--- src/design/i2cbm_pkg.sv ---
`timescale 1ns / 1ps

package i2cbm_pkg;

  // Command kinds carried on the input channel
  localparam logic [2:0] KIND_START = 3'd0;
  localparam logic [2:0] KIND_STOP  = 3'd1;
  localparam logic [2:0] KIND_WRITE = 3'd2;
  localparam logic [2:0] KIND_READ  = 3'd3;
  localparam logic [2:0] KIND_ACK   = 3'd4;
  localparam logic [2:0] KIND_NACK  = 3'd5;
  localparam logic [2:0] KIND_CHECK = 3'd6;

  // Configuration register indexes
  localparam logic [1:0] REG_FULL_WAIT   = 2'd0;
  localparam logic [1:0] REG_SETUP_WAIT  = 2'd1;
  localparam logic [1:0] REG_SAMPLE_WAIT = 2'd2;

  // Phase step within a command
  typedef logic [3:0] phase_t;
  localparam phase_t PHASE_0    = 4'd0;
  localparam phase_t PHASE_1    = 4'd1;
  localparam phase_t PHASE_2    = 4'd2;
  localparam phase_t PHASE_3    = 4'd3;
  localparam phase_t PHASE_4    = 4'd4;
  localparam phase_t PHASE_IDLE = 4'd15;

  localparam int unsigned COUNT_WIDTH_DEF = 16;
  localparam int unsigned WAIT_WIDTH      = 16;
  localparam int unsigned BYTE_WIDTH      = 8;

  localparam logic [WAIT_WIDTH-1:0] FULL_WAIT_RST   = 16'd500;
  localparam logic [WAIT_WIDTH-1:0] SETUP_WAIT_RST  = 16'd166;
  localparam logic [WAIT_WIDTH-1:0] SAMPLE_WAIT_RST = 16'd250;

  localparam logic [3:0] BITS_PER_BYTE = 4'd8;

endpackage

--- src/design/i2c_bit_level_master_core.sv ---
`timescale 1ns / 1ps

// Bit-level I2C master. Every input transfer is one tick of the bus timer: it
// carries an optional command (start, stop, write byte, read byte, ack, nack,
// check ack) and the sampled SDA level, and every tick yields exactly one
// result transfer with the SCL/SDA/enable levels after that tick, busy, a
// one-tick done pulse, the last byte read and the last acknowledge seen.
// A command is taken only while idle; the block walks its pin phases, each
// held for full_wait, setup_wait or sample_wait ticks (a zero register counts
// as one). The phase step and countdown sit in a single combinational pass
// ahead of the result register, so a new transfer is accepted every cycle
// unless the result register is full and stalled.
module i2c_bit_level_master_core
  import i2cbm_pkg::*;
#(
  parameter int unsigned COUNT_WIDTH = COUNT_WIDTH_DEF
) (
  input  logic                  clk,
  input  logic                  rst_n,
  // configuration
  input  logic                  cfg_wr_en,
  input  logic [1:0]            cfg_index,
  input  logic [WAIT_WIDTH-1:0] cfg_data,
  // input channel
  input  logic                  in_valid,
  output logic                  in_stall,
  input  logic                  in_cmd_valid,
  input  logic [2:0]            in_kind,
  input  logic [BYTE_WIDTH-1:0] in_write_data,
  input  logic                  in_sda_in,
  // result channel
  output logic                  out_valid,
  input  logic                  out_stall,
  output logic                  out_scl,
  output logic                  out_sda_out,
  output logic                  out_sda_enable,
  output logic                  out_busy_res,
  output logic                  out_done_res,
  output logic [BYTE_WIDTH-1:0] out_read_data,
  output logic                  out_ack_seen
);

  localparam int unsigned CW = COUNT_WIDTH;

  // Configuration registers
  logic [WAIT_WIDTH-1:0] full_wait_r, setup_wait_r, sample_wait_r;

  // Bus state
  phase_t                phase_r, phase_nxt;
  logic [2:0]            cmd_r, cmd_nxt;
  logic [3:0]            bit_left_r, bit_left_nxt;
  logic [CW-1:0]         wait_left_r, wait_left_nxt;
  logic [BYTE_WIDTH-1:0] shift_r, shift_nxt;
  logic                  scl_r, scl_nxt;
  logic                  sda_r, sda_nxt;
  logic                  drv_r, drv_nxt;
  logic [BYTE_WIDTH-1:0] last_read_r, last_read_nxt;
  logic                  last_ack_r, last_ack_nxt;
  logic                  done_nxt;

  // Result register
  logic                  out_valid_r;
  logic                  out_scl_r, out_sda_r, out_drv_r, out_busy_r, out_done_r;
  logic [BYTE_WIDTH-1:0] out_read_r;
  logic                  out_ack_r;

  logic in_acc;
  logic start;
  logic run;
  logic fin;
  logic [2:0]            cmd_e;
  phase_t                p_e;
  logic [BYTE_WIDTH-1:0] sb_e;
  logic [3:0]            bl_e;
  logic [CW-1:0]         w;
  logic [CW+WAIT_WIDTH-1:0] full_ext, setup_ext, sample_ext;
  logic [CW-1:0]         full_c, setup_c, sample_c;

  // Hold off input only while a result waits and is stalled
  assign in_stall = out_valid_r && out_stall;
  assign in_acc   = in_valid && !in_stall;

  // Fit the wait registers to the counter, zero standing for one tick
  always_comb begin
    full_ext   = {{CW{1'b0}}, full_wait_r};
    setup_ext  = {{CW{1'b0}}, setup_wait_r};
    sample_ext = {{CW{1'b0}}, sample_wait_r};
    full_c   = (full_ext[CW-1:0] == '0) ? CW'(1) : full_ext[CW-1:0];
    setup_c  = (setup_ext[CW-1:0] == '0) ? CW'(1) : setup_ext[CW-1:0];
    sample_c = (sample_ext[CW-1:0] == '0) ? CW'(1) : sample_ext[CW-1:0];
  end

  // Step the phase sequence by one tick
  always_comb begin
    phase_nxt     = phase_r;
    cmd_nxt       = cmd_r;
    bit_left_nxt  = bit_left_r;
    wait_left_nxt = wait_left_r;
    shift_nxt     = shift_r;
    scl_nxt       = scl_r;
    sda_nxt       = sda_r;
    drv_nxt       = drv_r;
    last_read_nxt = last_read_r;
    last_ack_nxt  = last_ack_r;
    done_nxt      = 1'b0;
    w             = full_c;
    fin           = 1'b0;

    start = (phase_r == PHASE_IDLE) && in_cmd_valid &&
            (in_kind inside {[KIND_START:KIND_CHECK]});
    run   = start || ((phase_r != PHASE_IDLE) && (wait_left_r <= CW'(1)));

    cmd_e = start ? in_kind : cmd_r;
    p_e   = start ? PHASE_0 : phase_r;
    sb_e  = start ? ((in_kind == KIND_WRITE) ? in_write_data : '0) : shift_r;
    bl_e  = start ? BITS_PER_BYTE : bit_left_r;

    if (run) begin
      cmd_nxt      = cmd_e;
      shift_nxt    = sb_e;
      bit_left_nxt = bl_e;
      phase_nxt    = p_e + 4'd1;
      case (cmd_e)
        KIND_START: begin
          case (p_e)
            PHASE_0: begin scl_nxt = 1'b1; sda_nxt = 1'b1; drv_nxt = 1'b1; end
            PHASE_1: sda_nxt = 1'b0;
            PHASE_2: begin scl_nxt = 1'b0; w = setup_c; end
            default: fin = 1'b1;
          endcase
        end
        KIND_STOP: begin
          case (p_e)
            PHASE_0: begin sda_nxt = 1'b0; scl_nxt = 1'b1; drv_nxt = 1'b1; end
            PHASE_1: sda_nxt = 1'b1;
            default: fin = 1'b1;
          endcase
        end
        KIND_WRITE: begin
          case (p_e)
            PHASE_0: begin scl_nxt = 1'b0; drv_nxt = 1'b1; w = setup_c; end
            PHASE_1: begin
              sda_nxt   = sb_e[BYTE_WIDTH-1];
              shift_nxt = {sb_e[BYTE_WIDTH-2:0], 1'b0};
            end
            PHASE_2: begin
              scl_nxt      = 1'b1;
              bit_left_nxt = bl_e - 4'd1;
              phase_nxt    = (bl_e != 4'd1) ? PHASE_0 : PHASE_3;
            end
            PHASE_3: begin scl_nxt = 1'b0; w = setup_c; end
            default: fin = 1'b1;
          endcase
        end
        KIND_READ: begin
          case (p_e)
            PHASE_0: begin sda_nxt = 1'b1; drv_nxt = 1'b0; scl_nxt = 1'b0; end
            PHASE_1: begin scl_nxt = 1'b1; w = sample_c; end
            PHASE_2: begin
              shift_nxt    = {sb_e[BYTE_WIDTH-2:0], in_sda_in};
              bit_left_nxt = bl_e - 4'd1;
              phase_nxt    = (bl_e != 4'd1) ? PHASE_0 : PHASE_3;
            end
            default: begin
              scl_nxt       = 1'b0;
              last_read_nxt = sb_e;
              fin           = 1'b1;
            end
          endcase
        end
        KIND_ACK, KIND_NACK: begin
          case (p_e)
            PHASE_0: begin drv_nxt = 1'b1; scl_nxt = 1'b0; end
            PHASE_1: sda_nxt = (cmd_e == KIND_NACK);
            PHASE_2: scl_nxt = 1'b1;
            PHASE_3: scl_nxt = 1'b0;
            default: begin drv_nxt = 1'b0; fin = 1'b1; end
          endcase
        end
        KIND_CHECK: begin
          case (p_e)
            PHASE_0: scl_nxt = 1'b0;
            PHASE_1: sda_nxt = 1'b1;
            PHASE_2: begin drv_nxt = 1'b0; scl_nxt = 1'b1; end
            default: begin
              last_ack_nxt = !in_sda_in;
              scl_nxt      = 1'b0;
              drv_nxt      = !in_sda_in;
              fin          = 1'b1;
            end
          endcase
        end
        default: fin = 1'b1;
      endcase

      if (fin) begin
        phase_nxt     = PHASE_IDLE;
        done_nxt      = 1'b1;
        wait_left_nxt = '0;
      end else begin
        wait_left_nxt = w;
      end
    end else if (phase_r != PHASE_IDLE) begin
      // count the current phase down
      wait_left_nxt = wait_left_r - CW'(1);
    end
  end

  // Configuration writes
  always_ff @(posedge clk) begin
    if (!rst_n) begin
      full_wait_r   <= FULL_WAIT_RST;
      setup_wait_r  <= SETUP_WAIT_RST;
      sample_wait_r <= SAMPLE_WAIT_RST;
    end else if (cfg_wr_en) begin
      case (cfg_index)
        REG_FULL_WAIT:   full_wait_r   <= cfg_data;
        REG_SETUP_WAIT:  setup_wait_r  <= cfg_data;
        REG_SAMPLE_WAIT: sample_wait_r <= cfg_data;
        default: ;
      endcase
    end
  end

  // Advance bus state on each accepted tick
  always_ff @(posedge clk) begin
    if (!rst_n) begin
      phase_r     <= PHASE_IDLE;
      cmd_r       <= KIND_START;
      bit_left_r  <= '0;
      wait_left_r <= '0;
      shift_r     <= '0;
      scl_r       <= 1'b1;
      sda_r       <= 1'b1;
      drv_r       <= 1'b1;
      last_read_r <= '0;
      last_ack_r  <= 1'b0;
    end else if (in_acc) begin
      phase_r     <= phase_nxt;
      cmd_r       <= cmd_nxt;
      bit_left_r  <= bit_left_nxt;
      wait_left_r <= wait_left_nxt;
      shift_r     <= shift_nxt;
      scl_r       <= scl_nxt;
      sda_r       <= sda_nxt;
      drv_r       <= drv_nxt;
      last_read_r <= last_read_nxt;
      last_ack_r  <= last_ack_nxt;
    end
  end

  // Result register: fill on accept, drop when taken
  always_ff @(posedge clk) begin
    if (!rst_n) begin
      out_valid_r <= 1'b0;
    end else if (in_acc) begin
      out_valid_r <= 1'b1;
    end else if (!out_stall) begin
      out_valid_r <= 1'b0;
    end
  end

  always_ff @(posedge clk) begin
    if (in_acc) begin
      out_scl_r  <= scl_nxt;
      out_sda_r  <= sda_nxt;
      out_drv_r  <= drv_nxt;
      out_busy_r <= (phase_nxt != PHASE_IDLE);
      out_done_r <= done_nxt;
      out_read_r <= last_read_nxt;
      out_ack_r  <= last_ack_nxt;
    end
  end

  assign out_valid      = out_valid_r;
  assign out_scl        = out_scl_r;
  assign out_sda_out    = out_sda_r;
  assign out_sda_enable = out_drv_r;
  assign out_busy_res   = out_busy_r;
  assign out_done_res   = out_done_r;
  assign out_read_data  = out_read_r;
  assign out_ack_seen   = out_ack_r;

  // A finishing tick never reports busy
  assert property (@(posedge clk) disable iff (!rst_n)
    (out_valid_r && out_done_r) |-> !out_busy_r)
    else $error("done reported while busy");

  // Only the used phase steps or idle are ever held
  assert property (@(posedge clk) disable iff (!rst_n)
    (phase_r <= PHASE_4) || (phase_r == PHASE_IDLE))
    else $error("phase out of range");

  // Bit counter never exceeds one byte
  assert property (@(posedge clk) disable iff (!rst_n)
    bit_left_r <= BITS_PER_BYTE)
    else $error("bit counter out of range");

  // A running phase with time left counts down by one per accepted tick
  assert property (@(posedge clk) disable iff (!rst_n)
    (in_acc && (phase_r != PHASE_IDLE) && (wait_left_r > CW'(1))) |=>
      (wait_left_r == $past(wait_left_r) - CW'(1)))
    else $error("wait countdown slipped");

endmodule
--- config.mk ---
export PLATFORM = sky130hd
export DESIGN_NAME = i2c_bit_level_master_core
export DESIGN_NICKNAME = d
export VERILOG_FILES = /design/src/design/i2cbm_pkg.sv /design/src/design/i2c_bit_level_master_core.sv
export SDC_FILE = /design/constraint.sdc
export NUM_CORES = 1
export LEC_CHECK = 0
export ABC_AREA = 0
export BUFFER_PORTS_ARGS = -buffer_cell sky130_fd_sc_hd__buf_2
export CORE_UTILIZATION = 38
export DETAILED_ROUTE_END_ITERATION = 10
export GPL_ROUTABILITY_DRIVEN = 0
export SLEW_MARGIN = 10
export SYNTH_ARGS = -nofsm -noshare
export SYNTH_HDL_FRONTEND = slang
export SYNTH_SLANG_ARGS = --single-unit
--- constraint.sdc ---
create_clock -name clk -period 10.3 [get_ports clk]
set_input_delay 0.515 -clock clk [delete_from_list [all_inputs] [get_ports clk]]
set_output_delay 0.515 -clock clk [all_outputs]
set_load 0.1 [all_outputs]
# Yosys cells after proc, flatten, opt, wreduce, memory -nomap -nowiden
# Cells that the tools add are included.
# totals
reg_bits,110
latchBits,0
mem_bits_rw,0
mem_bits_ro,0
in_bits,36
output_inout_bits,16
word_cells,135
n_memories,0
# classes
addsub,3
mul,0
n_div,0
order_cmp,3
n_eq_ne,17
shifts,0
n_mux,60
bitwise,0
reduce_logical,31
# ops
cell,n
$mux 16,9
$mux 8,7
$logic_not 16->1,3
$pmux 16 s3,1
$mux 4,8
$mux 1,20
$le 16x1->1 const B,1
$pmux 1 s2,8
$pmux 8 s2,1
$sub 16x1->16 const B,1
$reduce_or 3->1,5
$reduce_and 2->1,5
$eq 3x2->1 const B,3
$eq 3x3->1 const B,3
$eq 4x2->1 const B,2
$ne 4x4->1 const B,2
$reduce_or 2->1,4
$logic_and 1x1->1,6
$pmux 1 s6,1
$pmux 1 s5,1
$add 4x1->4 const B,1
$eq 4x1->1 const B,1
$eq 4x4->1 const B,1
$logic_not 4->1,1
18 further kinds,19

# Longest topological paths before layout
# Gate-level depths: netlist of run 1.
# depth
ltp_word,12
mapped_depth,14
depth_no_buf,11

# Worst setup path before layout of run 1
# OpenSTA, ideal clock, no wires.
# synth_path
path_kind,reg2reg
startpoint,register phase_r[0]
endpoint,"register out_busy_r, in the netlist out_busy_res (data pin)"
arrival_time_ns,2.959
required_ns,10.033
path_slack_ns,7.074
stages_incl_launch_ff,15
cell_sequence,dfxtp_1 -> ha_1 -> and4_1 -> clkbuf_1 -> nand2_1 -> clkbuf_1 -> clkbuf_1 -> and2_1 -> ha_1 -> nand2b_1 -> or4_1 -> o32ai_1 -> mux2i_1 -> nor2_1 -> a31oi_1
# synth_via
elab_chain_cells,12
# synth_lines
item,line_no,rtl
from (decl),i2c_bit_level_master_core.sv:49,"phase_t phase_r, phase_nxt;"
from (signal assigned),i2c_bit_level_master_core.sv:239,phase_r <= phase_nxt;
$eq 4x4->1,i2c_bit_level_master_core.sv:109,start = (phase_r == PHASE_IDLE) && in_cmd_valid &&
$logic_and 1x1->1 (2 in a row),i2c_bit_level_master_core.sv:109,
$mux 4,i2c_bit_level_master_core.sv:114,p_e = start ? PHASE_0 : phase_r;
$eq 4x2->1 (tied with other cells),-,
$reduce_or 4->1 (no source line) (tied with other cells),-,
$mux 1 (on tied branches),-,
$pmux 1 s3,i2c_bit_level_master_core.sv:123,case (cmd_e)
$mux 1,i2c_bit_level_master_core.sv:118,if (run) begin
$mux 4,i2c_bit_level_master_core.sv:196,if (fin) begin
$mux 4 *,i2c_bit_level_master_core.sv:118,
$ne 4x4->1 *,i2c_bit_level_master_core.sv:268,out_busy_r <= (phase_nxt != PHASE_IDLE);
to (signal assigned),i2c_bit_level_master_core.sv:268,
to (decl),i2c_bit_level_master_core.sv:63,"logic out_scl_r, out_sda_r, out_drv_r, out_busy_r, out_done_r;"
# Mark *: on every way between the ends. The rest lies on a longest branch, timed or not. The select of a mux whose other input is x is not followed.
# A chain may end at the register's enable or synchronous reset.

# Final worst setup path of run 1
# layout_path
startpoint,register phase_r[0]
endpoint,"register out_read_r[2], in the netlist out_read_data[2] (data pin)"
# layout_via
elab_chain_cells,9
# layout_lines
item,line_no,rtl
$eq 4x4->1,i2c_bit_level_master_core.sv:109,
$logic_and 1x1->1 (2 in a row),i2c_bit_level_master_core.sv:109,
$mux 4,i2c_bit_level_master_core.sv:114,
$eq 4x2->1 (tied with other cells),i2c_bit_level_master_core.sv:156,case (p_e)
$reduce_or 3->1 (no source line),-,
$mux 8,i2c_bit_level_master_core.sv:156,
$mux 8,i2c_bit_level_master_core.sv:123,
$mux 8 *,i2c_bit_level_master_core.sv:118,
via last_read_nxt[2],i2c_bit_level_master_core.sv:57,"logic [BYTE_WIDTH-1:0] last_read_r, last_read_nxt;"
to (signal assigned),i2c_bit_level_master_core.sv:270,out_read_r <= last_read_nxt;
to (decl),i2c_bit_level_master_core.sv:64,logic [BYTE_WIDTH-1:0] out_read_r;
# Mark *: on every way through the listed nets, which the timed path passes. The rest lies on a longest branch.

==> results.yml, run 1 <==
setup_path:
  cp-start-kind: "flop"
  crit_buf_inv: 0
  path_delay_family: "simple AND/OR/NAND/NOR gates"
  path_class: "reg2reg"
  crit_arrival_ns: 3.47
  worstPathMaxFanout: 18
  slowest_stage: "o21ai_0"
  worst_setup_path_end_kind: "flop"
  crit_required_ns: 10.41
  crit_chain: "ha_1 > nand4_1 > o21ai_0 > o22ai_1 > nand3_1 > mux2_2"
  r2r_slack_ns: 6.94
  cpPeakStageDelay_ns: 0.62
clock_tree:
  clkLatencyLatePin_ns: 0.36
  clk_pin_slew_ns: 0.07
  cts_resized: 0
  cts_tree: "built"
  htree_num_levels: 3
  postCtsSetupBuffers: 0
  cts-root-buf: "clkbuf_16"
  cts_buffers: 9
  clockBufferDepth: 2
  hold_buffers: 0
  cts.sinks: 110
floorplanning:
  core_um2: 16100
  num_rows: 46
  start_util: 0.394
  pin_count: 52
  die_h_um: 131
  fp.dieW_um: 131
  dieArea_um2: 17200
synthesis:
  ys_seq_area_frac: 0.370
  syn_area_per_cell_um2: 7.89
  synth_edf_count: 14
  synth_flop_cell: "dfxtp_1"
  synth_cells: 801
  syn_area_um2: 6320
  yosys-top-cells-area: "dfxtp_1 30%, nand2_1 8.7%, edfxtp_1 6.6%"
  synth_top_cell_by_area: "dfxtp_1"
  async_flop_share: 0
  netlist-cell-type-count: 76
  ys_ff_latch: 110
  yosys_warnings: 0
  synth_fp_nets: 844
  synth_top_area_share: 0.304
routing:
  wl_per_cell_um: 17.8
  first_pass_iters: 5
  drc: 0
  vias: 6094
  drtIter0Drc: 639
  vias_per_cell: 5.89
  wl_mm: 18.4
  route.antenna.remaining_nets: 0
place:
  placed_area_um2: 6680
  io_buffers: 51
  dp_hpwl_mm: 12.8
timing:
  tns_ns: 0
  max_freq_ghz: 0.297
  finalSetupViolCount: 0
  rsz0062_at_grt: "no"
  worstMarginPinSlew_ns: 1.02
  skew_ns: 0.00846
  slew_headroom: 0.321
  hold_viol_final: 0
  period_minus_slack_ns: 3.36
  min_period_over_period: 0.326
  slew_violations: 0
cells_and_area:
  finalNetCount: 857
  drive_above_1_share: 0.134
  mostFrequentLayoutCell: "nand2_1"
  final_cell_mix: "147 x nand2_1, 96 x dfxtp_1, 70 x a21oi_1"
  synthToLayoutAreaGrowth_pct: 10.6
  n_antenna_cell: 0
  nFillCells: 1612
  fin_area_um2: 7000
grt:
  track_usage: 0.225
  antenna_found_initial: 0
  grt_pass1_vias: 5605
  grt_first_pass_wirelength_mm: 29.9
  grt_max_degree: 59
  gr-total-overflow: 0
status:
  run_status: "finished, final reports clean"
power:
  comb_power_share: 0.507
  pwr-share-seq: 0.300
  pwr-share-clk: 0.193
  power.density_nw_per_um2: 275
  power.share.switching: 0.471
  intPower_mw: 1.02
  power.total_mw: 1.93
  leakagePower_nw: 2.50
  power.switching_mw: 0.908
  peakVddDrop_mv: 0.123
flow_run:
  cap_violations: 0
min_path:
  hp-class: "in2reg"
[stage by stage]
| step | setup WS [ns] | instances | util | hold WS [ns] |
|---|---|---|---|---|
| final | 6.94 | 1035 | 0.436 | 0.379 |
| after global routing | 6.63 | 1035 | 0.436 | 0.376 |
| after CTS | 6.99 | 1035 | 0.436 | 0.369 |
| after detailed placement | 6.98 | 1019 | 0.416 | 0.464 |
| after global placement | 7.00 | 1019 | 0.416 | 0.459 |
| after floorplan | 7.07 | 801 | - | 0.436 |
[layer usage]
layer,share of wire,GRT usage
met1,0.45,0.296
met2,0.47,0.359
met3,0.059,0.0432
met4,0.025,0.0920
met5,0,0
[cell type report]
type / instances / area, um^2 / share of cell area
Timing Repair Buffer: 63 / 345 / 0.0494
Clock inverter: 6 / 77.6 / 0.0111
Tap cell: 216 / 270 / 0.0386
Clock buffer: 10 / 239 / 0.0342
Sequential cell: 110 / 2340 / 0.335
Multi-Input combinational cell: 610 / 3650 / 0.521
Inverter: 20 / 75.1 / 0.0107
[kinds of logic (layout without fill, tap and decap cells)]
logic type / count (synthesis) / in the layout / share of synthesized area
AO/OA/AOI/OAI: 256 / 256 / 0.273
XOR/XNOR: 5 / 5 / 0.00692
adder cells (fa/ha/maj): 7 / 7 / 0.0138
buffers and inverters: 81 / 99 / 0.0538
flip-flops: 110 / 110 / 0.370
multiplexers: 14 / 14 / 0.0235
AND/OR/NAND/NOR: 328 / 328 / 0.259
[synthesized netlist by cell type, types with 8 or more instances]
cell / number
a21oi_1: 70
nor4_1: 19
a22oi_1: 9
o22ai_1: 14
nor2_1: 33
a221oi_1: 8
or3_1: 10
o21ai_0: 45
dfxtp_1: 96
nand2_1: 147
edfxtp_1: 14
a211oi_1: 8
and3_1: 9
clkbuf_1: 52
nand3_1: 33
inv_1: 20
o211ai_1: 20
nor3_1: 13
nand2b_1: 8
[power groups by stage]
| stage | registers [mW] | logic (mW) | clock network (mW) |
|---|---|---|---|
| floorplan | 0.622 | 0.723 | 0 |
| global placement | 0.585 | 0.967 | 0 |
| detailed placement | 0.586 | 0.961 | 0 |
| CTS | 0.576 | 0.966 | 0.379 |
| global route | 0.589 | 1.07 | 0.393 |
| finish | 0.578 | 0.978 | 0.371 |
[final timing paths]
check	depth (start not counted)	from	endpoint
worst max-delay path	6	phase_r[0]	out_read_data[2]
worst min-delay path	2	in_valid	out_valid
worst max register to register	6	phase_r[0]	out_read_data[2]
worst min register to register	2	full_wait_r[12]	full_wait_r[12]
[flip-flops by register name, indices dropped and copies added, names as in the netlist]
signal          count
out_scl             1
drv_r               1
out_sda_enable      1
last_ack_r          1
out_ack_seen        1
setup_wait_r       16
out_done_res        1
scl_r               1
phase_r             4
shift_r             8
wait_left_r        16
sample_wait_r      16
sda_r               1
bit_left_r          4
last_read_r         8
out_busy_res        1
cmd_r               3
out_sda_out         1
full_wait_r        16
out_valid           1
out_read_data       8
[worst register-to-register path, stage by stage, from the launching register on]
cell and delay (ns):
dfxtp_1 0.53, ha_1 0.27, nand4_1 0.56, o21ai_0 0.62
o22ai_1 0.26, nand3_1 0.47, mux2_2 0.41
(Power assumes the default switching activity.)
==> run 2, diff against run 1 <==
==> constraint.sdc (replaced) <==
create_clock -name clk -period 3 [get_ports clk]
set_input_delay 0.15 -clock clk [delete_from_list [all_inputs] [get_ports clk]]
set_output_delay 0.15 -clock clk [all_outputs]
set_load 0.1 [all_outputs]
==> run 2 against run 1 <==
Net effect:
- sequential power grew to 3.3 times the previous value
- flip-flop and latch count stayed put
- global-route usage is 0.63 points higher
- clock-buffer cell count is 2 higher
- maximum frequency is 22% higher
- worst setup slack worse by 6.7 ns
- utilization is 1.3 points higher
- die area stayed put
- non-clock buffer count is 29 higher
- clock skew is 0.0026 ns higher
- sequential share of layout area is 0.95 points lower
- register-to-register slack worse by 6.7 ns
- largest cell class unchanged
- highest routed layer unchanged
==> results.yml, run 2 (same netlist as run 1, synthesis figures left out) <==
status:
  run_status: "finished, final reports clean"
timing:
  tns_ns: 0
  layout_setup_ws_ns: 0.253
  slew_violations: 0
  min_period_over_period: 0.916
  finalSetupViolCount: 0
  hold_viol_final: 0
  period_minus_slack_ns: 2.75
  slew_headroom: 0.447
  skew_ns: 0.0110
  fin_hold_ws_ns: 0.0128
  max_freq_ghz: 0.364
  rsz0062_at_grt: "no"
  worstMarginPinSlew_ns: 0.829
clock_tree:
  clk_pin_slew_ns: 0.07
  cts_tree: "built"
  hold_buffers: 0
  htree_num_levels: 3
  cts_buffers: 9
  cts-root-buf: "clkbuf_16"
  clockBufferDepth: 2
  cts.sinks: 110
  postCtsSetupBuffers: 0
  cts_resized: 0
  clkLatencyLatePin_ns: 0.36
place:
  io_buffers: 51
  dp_hpwl_mm: 13.6
  pre_cts_ws_ns: 0.283
  dp_cells: 1048
  placed_area_um2: 6900
cells_and_area:
  final_cell_mix: "146 x nand2_1, 96 x dfxtp_1, 70 x a21oi_1"
  fin_area_um2: 7200
  multi_input_area_um2: 3650
  ff_latch_area_um2: 2340
  mostFrequentLayoutCell: "nand2_1"
  finalNetCount: 886
  n_antenna_cell: 0
  fin_cells: 1064
  drive_above_1_share: 0.165
  final_core_util: 0.448
  synthToLayoutAreaGrowth_pct: 13.9
  nFillCells: 1642
grt:
  grt_pass1_vias: 5629
  track_usage: 0.231
  grt_first_pass_wirelength_mm: 30.5
  gr-total-overflow: 0
  grt_max_degree: 50
  antenna_found_initial: 0
setup_path:
  worst-path-stages: 6
  path_delay_family: "simple AND/OR/NAND/NOR gates"
  crit_path_start: "wait_left_r[5]"
  r2r_start: "wait_left_r[5]"
  crit_required_ns: 3.28
  path_class: "reg2reg"
  worstPathMaxFanout: 9
  r2r_slack_ns: 0.25
  crit_buf_inv: 0
  cpPeakStageDelay_ns: 0.60
  crit_chain: "or4_4 > or4b_4 > o21ai_4 > o21ai_2 > or3_1 > o2111ai_1"
  worstSetupEndpoint: "scl_r"
  worst_setup_path_end_kind: "flop"
  r2r-end: "scl_r"
  cp-start-kind: "flop"
  crit_arrival_ns: 3.03
  slowest_stage: "or4b_4"
  worstRegToRegCells: 6
power:
  leakagePower_nw: 2.64
  peakVddDrop_mv: 0.503
  power.density_nw_per_um2: 948
  power.total_mw: 6.83
routing:
  drc: 0
  drtIter0Drc: 654
  route.antenna.remaining_nets: 0
  vias_per_cell: 5.81
  first_pass_iters: 5
  wl_per_cell_um: 17.9
  wl_mm: 19.0
  vias: 6177
flow_run:
  cap_violations: 0
floorplanning:
  start_util: 0.394
  dieArea_um2: 17200
  core_um2: 16100
  die_h_um: 131
  num_rows: 46
  fp.dieW_um: 131
  pin_count: 52
min_path:
  hp-class: "in2reg"
[run 2: worst min-delay path by stage]
stage                start             end  slack (ns)  cells after the start
6_report          in_valid       out_valid        0.01                      2
5_1_grt           in_valid       out_valid       0.009                      2
2_1_floorplan  cfg_data[2]  full_wait_r[2]        0.27                      2
3_3_place_gp      in_valid       out_valid        0.38                      2
3_5_place_dp      in_valid       out_valid        0.38                      2
4_1_cts           in_valid       out_valid       0.003                      2
[run 2: layout make-up]
class	instances	area share
multi-input cells	610	0.507
clock inverters	4	0.00469
clock buffers	12	0.0370
inverters	20	0.0104
well taps	216	0.0375
repair buffers	92	0.0782
flip-flops and latches	110	0.325
[run 2: power breakdown]
part | leakage, nW | switching (mW) | total (mW) | internal, mW
logic | 1.57 | 2.40 | 3.70 | 1.30
registers | 0.916 | 0.198 | 1.91 | 1.72
clock network | 0.151 | 0.571 | 1.21 | 0.643
[run 2: layer usage]
metal	routed length (um)	track usage	vias up	part of all wire
met5	0	0	-	0
met4	412	0.0757	0	0.022
met3	946	0.0383	31	0.050
met2	8860	0.376	194	0.47
met1	8830	0.309	2884	0.46
li1	-	-	3068	-
